## config.mk

```make
export PLATFORM = sky130hd
export DESIGN_NAME = console_cell_color_quantizer_unit
export DESIGN_NICKNAME = d
export VERILOG_FILES = /design/src/hw/rtl/ccq_pkg.sv /design/src/hw/rtl/ccq_dist_stage.sv /design/src/hw/rtl/ccq_back_stage.sv /design/src/hw/rtl/ccq_fore_stage.sv /design/src/hw/rtl/console_cell_color_quantizer_unit.sv
export SDC_FILE = /design/constraint.sdc
export NUM_CORES = 2
export LEC_CHECK = 0
export BUFFER_PORTS_ARGS = -buffer_cell sky130_fd_sc_hd__buf_2
export CELL_PAD_IN_SITES_DETAIL_PLACEMENT = 1
export CELL_PAD_IN_SITES_GLOBAL_PLACEMENT = 1
export CORE_UTILIZATION = 30
export CTS_CLUSTER_DIAMETER = 50
export CTS_CLUSTER_SIZE = 8
export DETAILED_ROUTE_END_ITERATION = 6
export PLACE_DENSITY_LB_ADDON = 0.1
export RECOVER_POWER = 50
export SYNTH_ARGS = -nofsm -noshare
export SYNTH_HDL_FRONTEND = slang
export SYNTH_HIERARCHICAL = 1
export SYNTH_SLANG_ARGS = --single-unit
```

## constraint.sdc

```tcl
create_clock -name i_clk -period 18.2 [get_ports i_clk]
set_input_delay 0.91 -clock i_clk [delete_from_list [all_inputs] [get_ports i_clk]]
set_output_delay 0.91 -clock i_clk [all_outputs]
set_load 0.01 [all_outputs]
```

## src/hw/rtl/ccq_pkg.sv

```systemverilog
// shared types, constants and helper functions of the console cell color quantizer
`timescale 1ns / 1ps

package ccq_pkg;

    // palette geometry
    localparam int PAL_ENTRIES       = 16;
    localparam int PAIR_COUNT        = 8;
    localparam int PAIR_W            = 48;
    localparam int RGB_W             = 24;
    localparam int CFG_ADDR_W        = 3;
    localparam int IDX_W             = $clog2(PAL_ENTRIES);

    // searched entries of each side
    localparam int BACK_PALETTE_SIZE = 8;
    localparam int FORE_PALETTE_SIZE = 16;

    // distance of one color pair, max 3 * 255
    localparam int DIST_W = 10;
    localparam logic [DIST_W-1:0] DIST_MAX = '1;

    // field widths
    localparam int CHAR_IN_W  = 21;
    localparam int CHAR_OUT_W = 7;
    localparam int COLOR_W    = 32;
    localparam int INDEX_W    = 8;

    // stream widths
    localparam int S_TDATA_W = 88;
    localparam int S_TUSER_W = 2;
    localparam int M_TDATA_W = 40;
    localparam int M_TUSER_W = 1;

    // character codes
    localparam logic [CHAR_IN_W-1:0]  CHAR_FIRST_KEEP = 21'd2;
    localparam logic [CHAR_IN_W-1:0]  CHAR_MIDDOT     = 21'd183;
    localparam logic [CHAR_IN_W-1:0]  CHAR_PRINT_LO   = 21'd32;
    localparam logic [CHAR_IN_W-1:0]  CHAR_ASCII_END  = 21'd128;
    localparam logic [CHAR_OUT_W-1:0] CHAR_SPACE      = 7'd32;
    localparam logic [CHAR_OUT_W-1:0] CHAR_DOT        = 7'd46;
    localparam logic [CHAR_OUT_W-1:0] CHAR_DOLLAR     = 7'd36;
    localparam logic [CHAR_OUT_W-1:0] CHAR_QMARK      = 7'd63;

    // index codes
    localparam logic [INDEX_W-1:0] BLACK_INDEX        = 8'd0;
    localparam logic [INDEX_W-1:0] FORE_DEFAULT_INDEX = 8'd7;

    // xterm cube
    localparam logic [INDEX_W-1:0] CUBE_BASE  = 8'd16;
    localparam logic [8:0]         CUBE_ROUND = 9'd25;
    localparam int                 CUBE_STEP  = 51;
    localparam int                 CUBE_LEVELS = 5;

    typedef logic [DIST_W-1:0] t_dist;
    typedef logic [PAL_ENTRIES-1:0][DIST_W-1:0] t_dist_arr;
    typedef logic [PAL_ENTRIES-1:0][RGB_W-1:0] t_palette;

    // after distance stage
    typedef struct packed {
        logic [CHAR_OUT_W-1:0] out_char;
        logic                  back_def;
        logic                  fore_def;
        logic [INDEX_W-1:0]    back_top;
        logic [INDEX_W-1:0]    fore_top;
        logic                  back_black;
        logic                  fore_black;
        logic                  same_color;
        logic [INDEX_W-1:0]    back_cube;
        logic [INDEX_W-1:0]    fore_cube;
        t_dist_arr             back_dist;
        t_dist_arr             fore_dist;
    } t_s1;

    // after background select
    typedef struct packed {
        logic [CHAR_OUT_W-1:0] out_char;
        logic                  back_def;
        logic                  fore_def;
        logic [INDEX_W-1:0]    back_index;
        logic [INDEX_W-1:0]    fore_top;
        logic                  fore_black;
        logic                  same_color;
        logic [INDEX_W-1:0]    back_cube;
        logic [INDEX_W-1:0]    fore_cube;
        t_dist_arr             fore_dist;
    } t_s2;

    // finished result
    typedef struct packed {
        logic [CHAR_OUT_W-1:0] out_char;
        logic [INDEX_W-1:0]    back_index;
        logic                  back_def;
        logic [INDEX_W-1:0]    fore_index;
        logic [INDEX_W-1:0]    back_cube;
        logic [INDEX_W-1:0]    fore_cube;
    } t_res;

    function automatic logic [7:0] byte_diff(logic [7:0] a, logic [7:0] b);
        byte_diff = (a > b) ? (a - b) : (b - a);
    endfunction

    // sum of absolute byte differences of two 0xRRGGBB colors
    function automatic t_dist rgb_distance(logic [RGB_W-1:0] a, logic [RGB_W-1:0] b);
        rgb_distance = {2'b00, byte_diff(a[7:0], b[7:0])}
                     + {2'b00, byte_diff(a[15:8], b[15:8])}
                     + {2'b00, byte_diff(a[23:16], b[23:16])};
    endfunction

    // lowest index of the least distance, pairwise tree
    function automatic logic [IDX_W-1:0] argmin(t_dist_arr d);
        t_dist_arr               dv;
        logic [IDX_W-1:0]        iv [PAL_ENTRIES];
        int                      step;
        int                      i;
        dv = d;
        for (i = 0; i < PAL_ENTRIES; i++) begin
            iv[i] = IDX_W'(i);
        end
        for (step = 1; step < PAL_ENTRIES; step = step * 2) begin
            for (i = 0; i + step < PAL_ENTRIES; i = i + 2 * step) begin
                if (dv[i+step] < dv[i]) begin
                    dv[i] = dv[i+step];
                    iv[i] = iv[i+step];
                end
            end
        end
        argmin = iv[0];
    endfunction

    // (byte + 25) / 51 as a threshold count
    function automatic logic [2:0] cube_level(logic [7:0] b);
        logic [8:0] v;
        logic [2:0] q;
        int         k;
        v = {1'b0, b} + CUBE_ROUND;
        q = '0;
        for (k = 1; k <= CUBE_LEVELS; k++) begin
            if (v >= 9'(k * CUBE_STEP)) begin
                q = q + 3'd1;
            end
        end
        cube_level = q;
    endfunction

    function automatic logic [INDEX_W-1:0] cube_index(logic [COLOR_W-1:0] c);
        logic [INDEX_W-1:0] r5;
        logic [INDEX_W-1:0] g5;
        logic [INDEX_W-1:0] b5;
        b5 = {5'b0, cube_level(c[7:0])};
        g5 = {5'b0, cube_level(c[15:8])};
        r5 = {5'b0, cube_level(c[23:16])};
        cube_index = CUBE_BASE + b5 + g5 * 8'd6 + r5 * 8'd36;
    endfunction

    function automatic logic [CHAR_OUT_W-1:0] sanitize_char(logic [CHAR_IN_W-1:0] ch);
        logic [CHAR_OUT_W-1:0] r;
        priority if (ch < CHAR_FIRST_KEEP) begin
            r = CHAR_SPACE;
        end else if (ch == CHAR_MIDDOT) begin
            r = CHAR_DOT;
        end else if (ch < CHAR_PRINT_LO) begin
            r = CHAR_DOLLAR;
        end else if (ch >= CHAR_ASCII_END) begin
            r = CHAR_QMARK;
        end else begin
            r = ch[CHAR_OUT_W-1:0];
        end
        sanitize_char = r;
    endfunction

endpackage

```

## src/hw/rtl/ccq_dist_stage.sv

```systemverilog
// first stage: palette distances, character cleanup and cube indices
`timescale 1ns / 1ps

module ccq_dist_stage (
    input  logic                             i_clk,
    input  logic                             i_rst_n,
    input  logic                             i_en,
    input  logic                             i_valid,
    input  logic [ccq_pkg::CHAR_IN_W-1:0]    i_cell_char,
    input  logic                             i_back_is_default,
    input  logic [ccq_pkg::COLOR_W-1:0]      i_back_color,
    input  logic                             i_fore_is_default,
    input  logic [ccq_pkg::COLOR_W-1:0]      i_fore_color,
    input  ccq_pkg::t_palette                i_palette,
    output logic                             o_valid,
    output ccq_pkg::t_s1                     o_stage
);

    logic         r_valid;
    ccq_pkg::t_s1 r_stage;
    ccq_pkg::t_s1 n_stage;

    always_comb begin
        n_stage.out_char   = ccq_pkg::sanitize_char(i_cell_char);
        n_stage.back_def   = i_back_is_default;
        n_stage.fore_def   = i_fore_is_default;
        n_stage.back_top   = i_back_color[31:24];
        n_stage.fore_top   = i_fore_color[31:24];
        n_stage.back_black = (i_back_color == '0);
        n_stage.fore_black = (i_fore_color == '0);
        n_stage.same_color = (i_back_color == i_fore_color);
        n_stage.back_cube  = ccq_pkg::cube_index(i_back_color);
        n_stage.fore_cube  = ccq_pkg::cube_index(i_fore_color);
        // entries past a side's size never win
        for (int e = 0; e < ccq_pkg::PAL_ENTRIES; e++) begin
            n_stage.back_dist[e] = (e < ccq_pkg::BACK_PALETTE_SIZE)
                ? ccq_pkg::rgb_distance(i_back_color[23:0], i_palette[e])
                : ccq_pkg::DIST_MAX;
            n_stage.fore_dist[e] = (e < ccq_pkg::FORE_PALETTE_SIZE)
                ? ccq_pkg::rgb_distance(i_fore_color[23:0], i_palette[e])
                : ccq_pkg::DIST_MAX;
        end
    end

    always_ff @(posedge i_clk) begin
        if (!i_rst_n) begin
            r_valid <= 1'b0;
        end else if (i_en) begin
            r_valid <= i_valid;
        end
    end

    always_ff @(posedge i_clk) begin
        if (i_en) begin
            r_stage <= n_stage;
        end
    end

    assign o_valid = r_valid;
    assign o_stage = r_stage;

endmodule

```

## src/hw/rtl/ccq_back_stage.sv

```systemverilog
// second stage: background palette index
`timescale 1ns / 1ps

module ccq_back_stage (
    input  logic         i_clk,
    input  logic         i_rst_n,
    input  logic         i_en,
    input  logic         i_valid,
    input  ccq_pkg::t_s1 i_stage,
    output logic         o_valid,
    output ccq_pkg::t_s2 o_stage
);

    logic                          r_valid;
    ccq_pkg::t_s2                  r_stage;
    ccq_pkg::t_s2                  n_stage;
    logic [ccq_pkg::INDEX_W-1:0]   w_back_idx;

    always_comb begin
        priority if (i_stage.back_def) begin
            w_back_idx = ccq_pkg::BLACK_INDEX;
        end else if (i_stage.back_top != '0) begin
            w_back_idx = i_stage.back_top;
        end else if (i_stage.back_black) begin
            w_back_idx = ccq_pkg::BLACK_INDEX;
        end else begin
            w_back_idx = {{(ccq_pkg::INDEX_W - ccq_pkg::IDX_W){1'b0}},
                          ccq_pkg::argmin(i_stage.back_dist)};
        end

        n_stage.out_char   = i_stage.out_char;
        n_stage.back_def   = i_stage.back_def;
        n_stage.fore_def   = i_stage.fore_def;
        n_stage.back_index = w_back_idx;
        n_stage.fore_top   = i_stage.fore_top;
        n_stage.fore_black = i_stage.fore_black;
        n_stage.same_color = i_stage.same_color;
        n_stage.back_cube  = i_stage.back_cube;
        n_stage.fore_cube  = i_stage.fore_cube;
        n_stage.fore_dist  = i_stage.fore_dist;
    end

    always_ff @(posedge i_clk) begin
        if (!i_rst_n) begin
            r_valid <= 1'b0;
        end else if (i_en) begin
            r_valid <= i_valid;
        end
    end

    always_ff @(posedge i_clk) begin
        if (i_en) begin
            r_stage <= n_stage;
        end
    end

    assign o_valid = r_valid;
    assign o_stage = r_stage;

endmodule

```

## src/hw/rtl/ccq_fore_stage.sv

```systemverilog
// third stage: foreground palette index; its register drives the output
`timescale 1ns / 1ps

module ccq_fore_stage (
    input  logic          i_clk,
    input  logic          i_rst_n,
    input  logic          i_en,
    input  logic          i_valid,
    input  ccq_pkg::t_s2  i_stage,
    output logic          o_valid,
    output ccq_pkg::t_res o_res
);

    logic                          r_valid;
    ccq_pkg::t_res                 r_res;
    ccq_pkg::t_res                 n_res;
    ccq_pkg::t_dist_arr            w_dist;
    logic                          w_has_forb;
    logic [ccq_pkg::INDEX_W-1:0]   w_fore_idx;

    always_comb begin
        w_has_forb = !i_stage.back_def;
        // a non-default background's entry is pushed out of the race
        for (int e = 0; e < ccq_pkg::PAL_ENTRIES; e++) begin
            w_dist[e] = (w_has_forb && i_stage.back_index == ccq_pkg::INDEX_W'(e))
                ? ccq_pkg::DIST_MAX : i_stage.fore_dist[e];
        end

        priority if (i_stage.fore_def) begin
            w_fore_idx = ccq_pkg::FORE_DEFAULT_INDEX;
        end else if (w_has_forb && i_stage.same_color) begin
            w_fore_idx = i_stage.back_index;
        end else if (i_stage.fore_top != '0) begin
            w_fore_idx = i_stage.fore_top;
        end else if (i_stage.fore_black
                     && !(w_has_forb && i_stage.back_index == ccq_pkg::BLACK_INDEX)) begin
            w_fore_idx = ccq_pkg::BLACK_INDEX;
        end else begin
            w_fore_idx = {{(ccq_pkg::INDEX_W - ccq_pkg::IDX_W){1'b0}},
                          ccq_pkg::argmin(w_dist)};
        end

        n_res.out_char   = i_stage.out_char;
        n_res.back_index = i_stage.back_index;
        n_res.back_def   = i_stage.back_def;
        n_res.fore_index = w_fore_idx;
        n_res.back_cube  = i_stage.back_cube;
        n_res.fore_cube  = i_stage.fore_cube;
    end

    always_ff @(posedge i_clk) begin
        if (!i_rst_n) begin
            r_valid <= 1'b0;
        end else if (i_en) begin
            r_valid <= i_valid;
        end
    end

    always_ff @(posedge i_clk) begin
        if (i_en) begin
            r_res <= n_res;
        end
    end

    assign o_valid = r_valid;
    assign o_res   = r_res;

endmodule

```

## src/hw/rtl/console_cell_color_quantizer_unit.sv

```systemverilog
// top level of the console cell color quantizer: palette registers, pipeline and stream ports
`timescale 1ns / 1ps

// Console cell color quantizer. Each input item is one text cell: a character code and
// a background and a foreground color, each with a terminal-default flag. The block
// returns one item per cell: the character cleaned up to 7-bit ASCII, a palette index
// for each color, and the xterm-256 cube index of each color. A nonzero top byte is taken
// as the index itself and black maps to 0. Any other color goes to the nearest palette
// entry by sum of absolute RGB byte differences, ties to the lower index; the background
// searches entries 0 to 7, the foreground all 16. Unless the background is default, the
// foreground search skips the background's entry, a black foreground over background
// index 0 also searches, and equal colors on both sides share the background's index.
// A default foreground gives index 7. The palette is loaded through the write port, entry
// pair k at index k, and must only be written while no cell is in flight. Rate: one cell
// per clock while the output is not stalled. The pipeline is distances, background
// select, foreground select; the output handshake alone sets the pace, as a stall on the
// output freezes all three stages together.

module console_cell_color_quantizer_unit (
    input  logic                              i_clk,
    input  logic                              i_rst_n,
    // palette write port
    input  logic                              i_cfg_we,
    input  logic [ccq_pkg::CFG_ADDR_W-1:0]    i_cfg_addr,
    input  logic [ccq_pkg::PAIR_W-1:0]        i_cfg_wdata,
    // cell input
    input  logic                              s_axis_tvalid,
    output logic                              s_axis_tready,
    // cell_char [20:0], back_color [52:21], fore_color [84:53], zero fill [87:85]
    input  logic [ccq_pkg::S_TDATA_W-1:0]     s_axis_tdata,
    // back_is_default [0], fore_is_default [1]
    input  logic [ccq_pkg::S_TUSER_W-1:0]     s_axis_tuser,
    // result output
    output logic                              m_axis_tvalid,
    input  logic                              m_axis_tready,
    // out_char [6:0], back_index [14:7], fore_index [22:15], back_cube [30:23],
    // fore_cube [38:31], zero fill [39]
    output logic [ccq_pkg::M_TDATA_W-1:0]     m_axis_tdata,
    // back_default_out [0]
    output logic [ccq_pkg::M_TUSER_W-1:0]     m_axis_tuser
);

    // palette pairs, reset to black
    logic [ccq_pkg::PAIR_W-1:0] r_pal_pair [ccq_pkg::PAIR_COUNT];
    ccq_pkg::t_palette          w_palette;

    // pipeline
    logic           w_en;
    logic           w_s1_valid;
    ccq_pkg::t_s1   w_s1;
    logic           w_s2_valid;
    ccq_pkg::t_s2   w_s2;
    logic           w_s3_valid;
    ccq_pkg::t_res  w_res;

    always_ff @(posedge i_clk) begin
        if (!i_rst_n) begin
            for (int p = 0; p < ccq_pkg::PAIR_COUNT; p++) begin
                r_pal_pair[p] <= '0;
            end
        end else if (i_cfg_we) begin
            r_pal_pair[i_cfg_addr] <= i_cfg_wdata;
        end
    end

    // even entry in the low half of a pair, odd entry in the high half
    always_comb begin
        for (int e = 0; e < ccq_pkg::PAL_ENTRIES; e++) begin
            w_palette[e] = (e % 2 == 0)
                ? r_pal_pair[e / 2][ccq_pkg::RGB_W-1:0]
                : r_pal_pair[e / 2][ccq_pkg::PAIR_W-1:ccq_pkg::RGB_W];
        end
    end

    // whole pipe advances when the output slot is free or being taken
    assign w_en          = !w_s3_valid || m_axis_tready;
    assign s_axis_tready = w_en;

    ccq_dist_stage u_dist (
        .i_clk             (i_clk),
        .i_rst_n           (i_rst_n),
        .i_en              (w_en),
        .i_valid           (s_axis_tvalid),
        .i_cell_char       (s_axis_tdata[20:0]),
        .i_back_is_default (s_axis_tuser[0]),
        .i_back_color      (s_axis_tdata[52:21]),
        .i_fore_is_default (s_axis_tuser[1]),
        .i_fore_color      (s_axis_tdata[84:53]),
        .i_palette         (w_palette),
        .o_valid           (w_s1_valid),
        .o_stage           (w_s1)
    );

    ccq_back_stage u_back (
        .i_clk   (i_clk),
        .i_rst_n (i_rst_n),
        .i_en    (w_en),
        .i_valid (w_s1_valid),
        .i_stage (w_s1),
        .o_valid (w_s2_valid),
        .o_stage (w_s2)
    );

    ccq_fore_stage u_fore (
        .i_clk   (i_clk),
        .i_rst_n (i_rst_n),
        .i_en    (w_en),
        .i_valid (w_s2_valid),
        .i_stage (w_s2),
        .o_valid (w_s3_valid),
        .o_res   (w_res)
    );

    assign m_axis_tvalid = w_s3_valid;
    assign m_axis_tdata  = {1'b0,
                            w_res.fore_cube,
                            w_res.back_cube,
                            w_res.fore_index,
                            w_res.back_index,
                            w_res.out_char};
    assign m_axis_tuser  = w_res.back_def;

endmodule
```

==> summary.md <==
| Metric | Value |
|---|---|
| Outcome | `finished with violations` |
| Failing checks | `max-capacitance violations, max-slew violations` |
| Syn Area/Cell | `9.45 µm²` |
| Pre-antenna DRT Iters | `5` |
| Final nets | `13200` |
| Crit Path Class | `reg -> reg` |
| First-pass GRT wire length | `674 mm` |
| Layout cells sized above 1 | `0.0931` |
| Gr usage total | `0.281` |
| Fin crit share | `0.674` |
| Count leader, synth | `ha_1` |
| Distinct cells, synth | `123` |
| Number of global-route vias before repair | `87900` |
| Row Count | `213` |
| Via count | `85500` |
| Clk_skew | `0.0463 ns` |
| Post-Syn Area | `102000 µm²` |
| Highest clock rate | `81.5 MHz` |
| Drt via density | `5.43` |
| Slew HR | `-4.17` |
| Overall power | `22.1 mW` |
| Max incr delay on CP | `1.16 ns` |
| Grt ovf | `0` |
| Chip width | `585 µm` |
| Number of synthesized flops with an enable pin | `911` |
| CTS Hold Buffers Added | `0` |
| Worst r2r dst | `u_fore/o_res[16]` |
| Instance count on the critical path | `41` |
| Startpoint types | `register` |
| Routed Antenna Nets | `0` |
| R2r setup slk | `5.93 ns` |
| CP top delay family | `compound AO/OA/AOI/OAI gates` |
| Async SR Flop Fraction | `0` |
| Area of the multi-input gates | `67900 µm²` |
| Gate Count Post-Synth | `10800` |
| Area share of the largest cell type after synthesis | `0.268` |
| Min-Delay Path Class | `in -> reg` |
| Clock root cell | `clkbuf_16` |
| Die Span Y | `585 µm` |
| Worst-Margin Slew | `7.75 ns` |
| Synth area leader | `edfxtp_1` |
| Crit path DAT | `12.87 ns` |
| Most frequent CP cell | `o21ai_0` |
| HPWL Detailed | `389 mm` |
| Final setup TNS | `0 ns` |
| Clock latency on the worst-skew pair | `0.91 ns` |
| Worst R2R Path Depth | `41` |
| Tmin final | `12.27 ns` |
| Dominant cells by area after synthesis | `edfxtp_1, ha_1, fa_1` |
| Register area | `27400 µm²` |
| Register area share after synthesis | `0.269` |
| CP required | `18.80 ns` |
| Final hold vios | `0` |
| Worst VDD drop | `0.224 mV` |
| Yosys warnings | `6` |
| Slowest CP cell | `clkbuf_1` |
| Critical Path Sink Type | `register` |
| Per-cell routed wire length | `31.2 µm` |
| H-Tree Depth | `4` |
| P&R area growth vs syn | `12.4%` |
| Die area | `342000 µm²` |
| Num CTS Buffers | `191` |
| Main synth FF type | `edfxtp_1` |
| Total Wirelength | `491 mm` |
| Placer Congestion | `0.938` |
| Post-CTS setup buffer count | `0` |
| Post-CTS Resized | `0` |
| Core ar. | `337000 µm²` |
| Pins Over Slew Limit | `688` |
| Leakage | `51.3 nW` |
| Crit. Startpoint | `u_back/o_stage[186]` |
| # setup viols final | `0` |
| CTS Buffer Depth | `4` |
| Largest net degree at the start of global routing | `128` |
| Buf+Inv Stages, Crit Path | `3` |
| Max-cap viol count | `15` |
| Hold Crit Start | `s_axis_tuser[0]` |
| CP Max Fanout | `22` |
| CP endpoint | `u_fore/o_res[16]` |
| Buffers on Ports | `184` |
| Starting density of the core | `0.302` |
| RSZ-0062 raised after global routing | `no` |
| Initial antenna violation count | `114` |
| I/O pins | `189` |
| Sink Count | `914` |
| R2r startpoint | `u_back/o_stage[186]` |
| DRC viols | `0` |
| Fillers | `38600` |
| Pwr per Cell Area | `193 nW/µm²` |
| 1st-iter DRT viols | `7284` |
| TritonCTS clock tree | `yes` |
| CTS clk-pin slew, worst paths | `0.05 ns` |
| Commonest cells in the netlist | `ha_1, inv_1, edfxtp_1` |
| Synth Register Bits | `914` |
-- cells by family after synthesis --
kind of cell	count (synthesis)	synth area share
flip-flops	914	0.269
multiplexers	608	0.0625
XOR/XNOR	661	0.0575
buffers and inverters	1737	0.0691
adder cells (fa/ha/maj)	1952	0.266
AO/OA/AOI/OAI	2546	0.161
AND/OR/NAND/NOR	2366	0.115
other	2	0.0000736
-- stage by stage --
stage | hold WS [ns] | worst slack [ns] | std cells | util | area [µm²]
floorplan | 0.400 | 3.42 | 10900 | - | 102000
global placement | 0.401 | 6.69 | 15400 | 0.322 | 109000
detailed placement | 0.405 | 6.83 | 15400 | 0.322 | 109000
finish | 0.214 | 5.93 | 15700 | 0.340 | 115000
CTS | 0.136 | 6.81 | 15700 | 0.340 | 115000
global route | 0.190 | 5.01 | 15700 | 0.340 | 115000
-- sequential cells by signal (all words and copies together) (netlist names) --
name	flops
r_pal_pair	384
u_dist/o_stage	284
u_back/o_stage	203
u_fore/o_res	40
u_back/o_valid	1
u_dist/o_valid	1
u_fore/o_valid	1
-- per-layer routing --
layer | GRT usage | wire length, µm
met1 | 0.396 | 228000
met2 | 0.424 | 208000
met3 | 0.0356 | 31000
met4 | 0.129 | 23600
met5 | 0 | 131
-- worst min path at each step --
stage | end | slack [ns] | depth (start not counted)
5_1_grt | u_dist/o_stage[355] | 0.19 | 1
3_5_place_dp | u_back/o_stage[175] | 0.41 | 0
3_3_place_gp | u_back/o_stage[174] | 0.40 | 0
6_report | u_dist/o_stage[356] | 0.21 | 1
2_1_floorplan | u_back/o_stage[0] | 0.40 | 0
4_1_cts | u_dist/o_stage[356] | 0.14 | 1
-- final cells by class --
| cell class | instances | share of cell area |
|---|---|---|
| clock inverters | 108 | 0.0105 |
| clock buffers | 201 | 0.0424 |
| multi-input cells | 8214 | 0.592 |
| repair buffers | 401 | 0.0211 |
| well taps | 4515 | 0.0493 |
| diodes | 23 | 0.000502 |
| flip-flops and latches | 914 | 0.239 |
| inverters | 1364 | 0.0447 |
-- power breakdown --
| part | internal (mW) | leakage, nW | total, mW | switching [mW] |
|---|---|---|---|---|
| Clock | 2.17 | 2.89 | 3.43 | 1.27 |
| Combinational | 5.35 | 39.0 | 14.8 | 9.46 |
| Sequential | 3.36 | 9.32 | 3.89 | 0.523 |
| Total | 10.9 | 51.3 | 22.1 | 11.3 |
-- cells in the final DEF, fill, tap and decap left out, types with 173 or more instances in the layout --
cell | synthesis | final
a21oi_1 | 771 | 771
a21o_1 | 286 | 286
ha_1 | 1592 | 1592
xnor2_1 | 414 | 414
fa_1 | 359 | 359
edfxtp_1 | 911 | 911
nor2_1 | 857 | 859
mux2_2 | 223 | 223
o21ai_0 | 514 | 506
clkbuf_16 | 0 | 193
inv_1 | 1363 | 1351
nand4_1 | 173 | 173
xor2_1 | 242 | 242
buf_4 | 98 | 188
mux2i_1 | 383 | 383
nand2_1 | 489 | 488
Note: power is estimated with default switching activity, not from simulation.
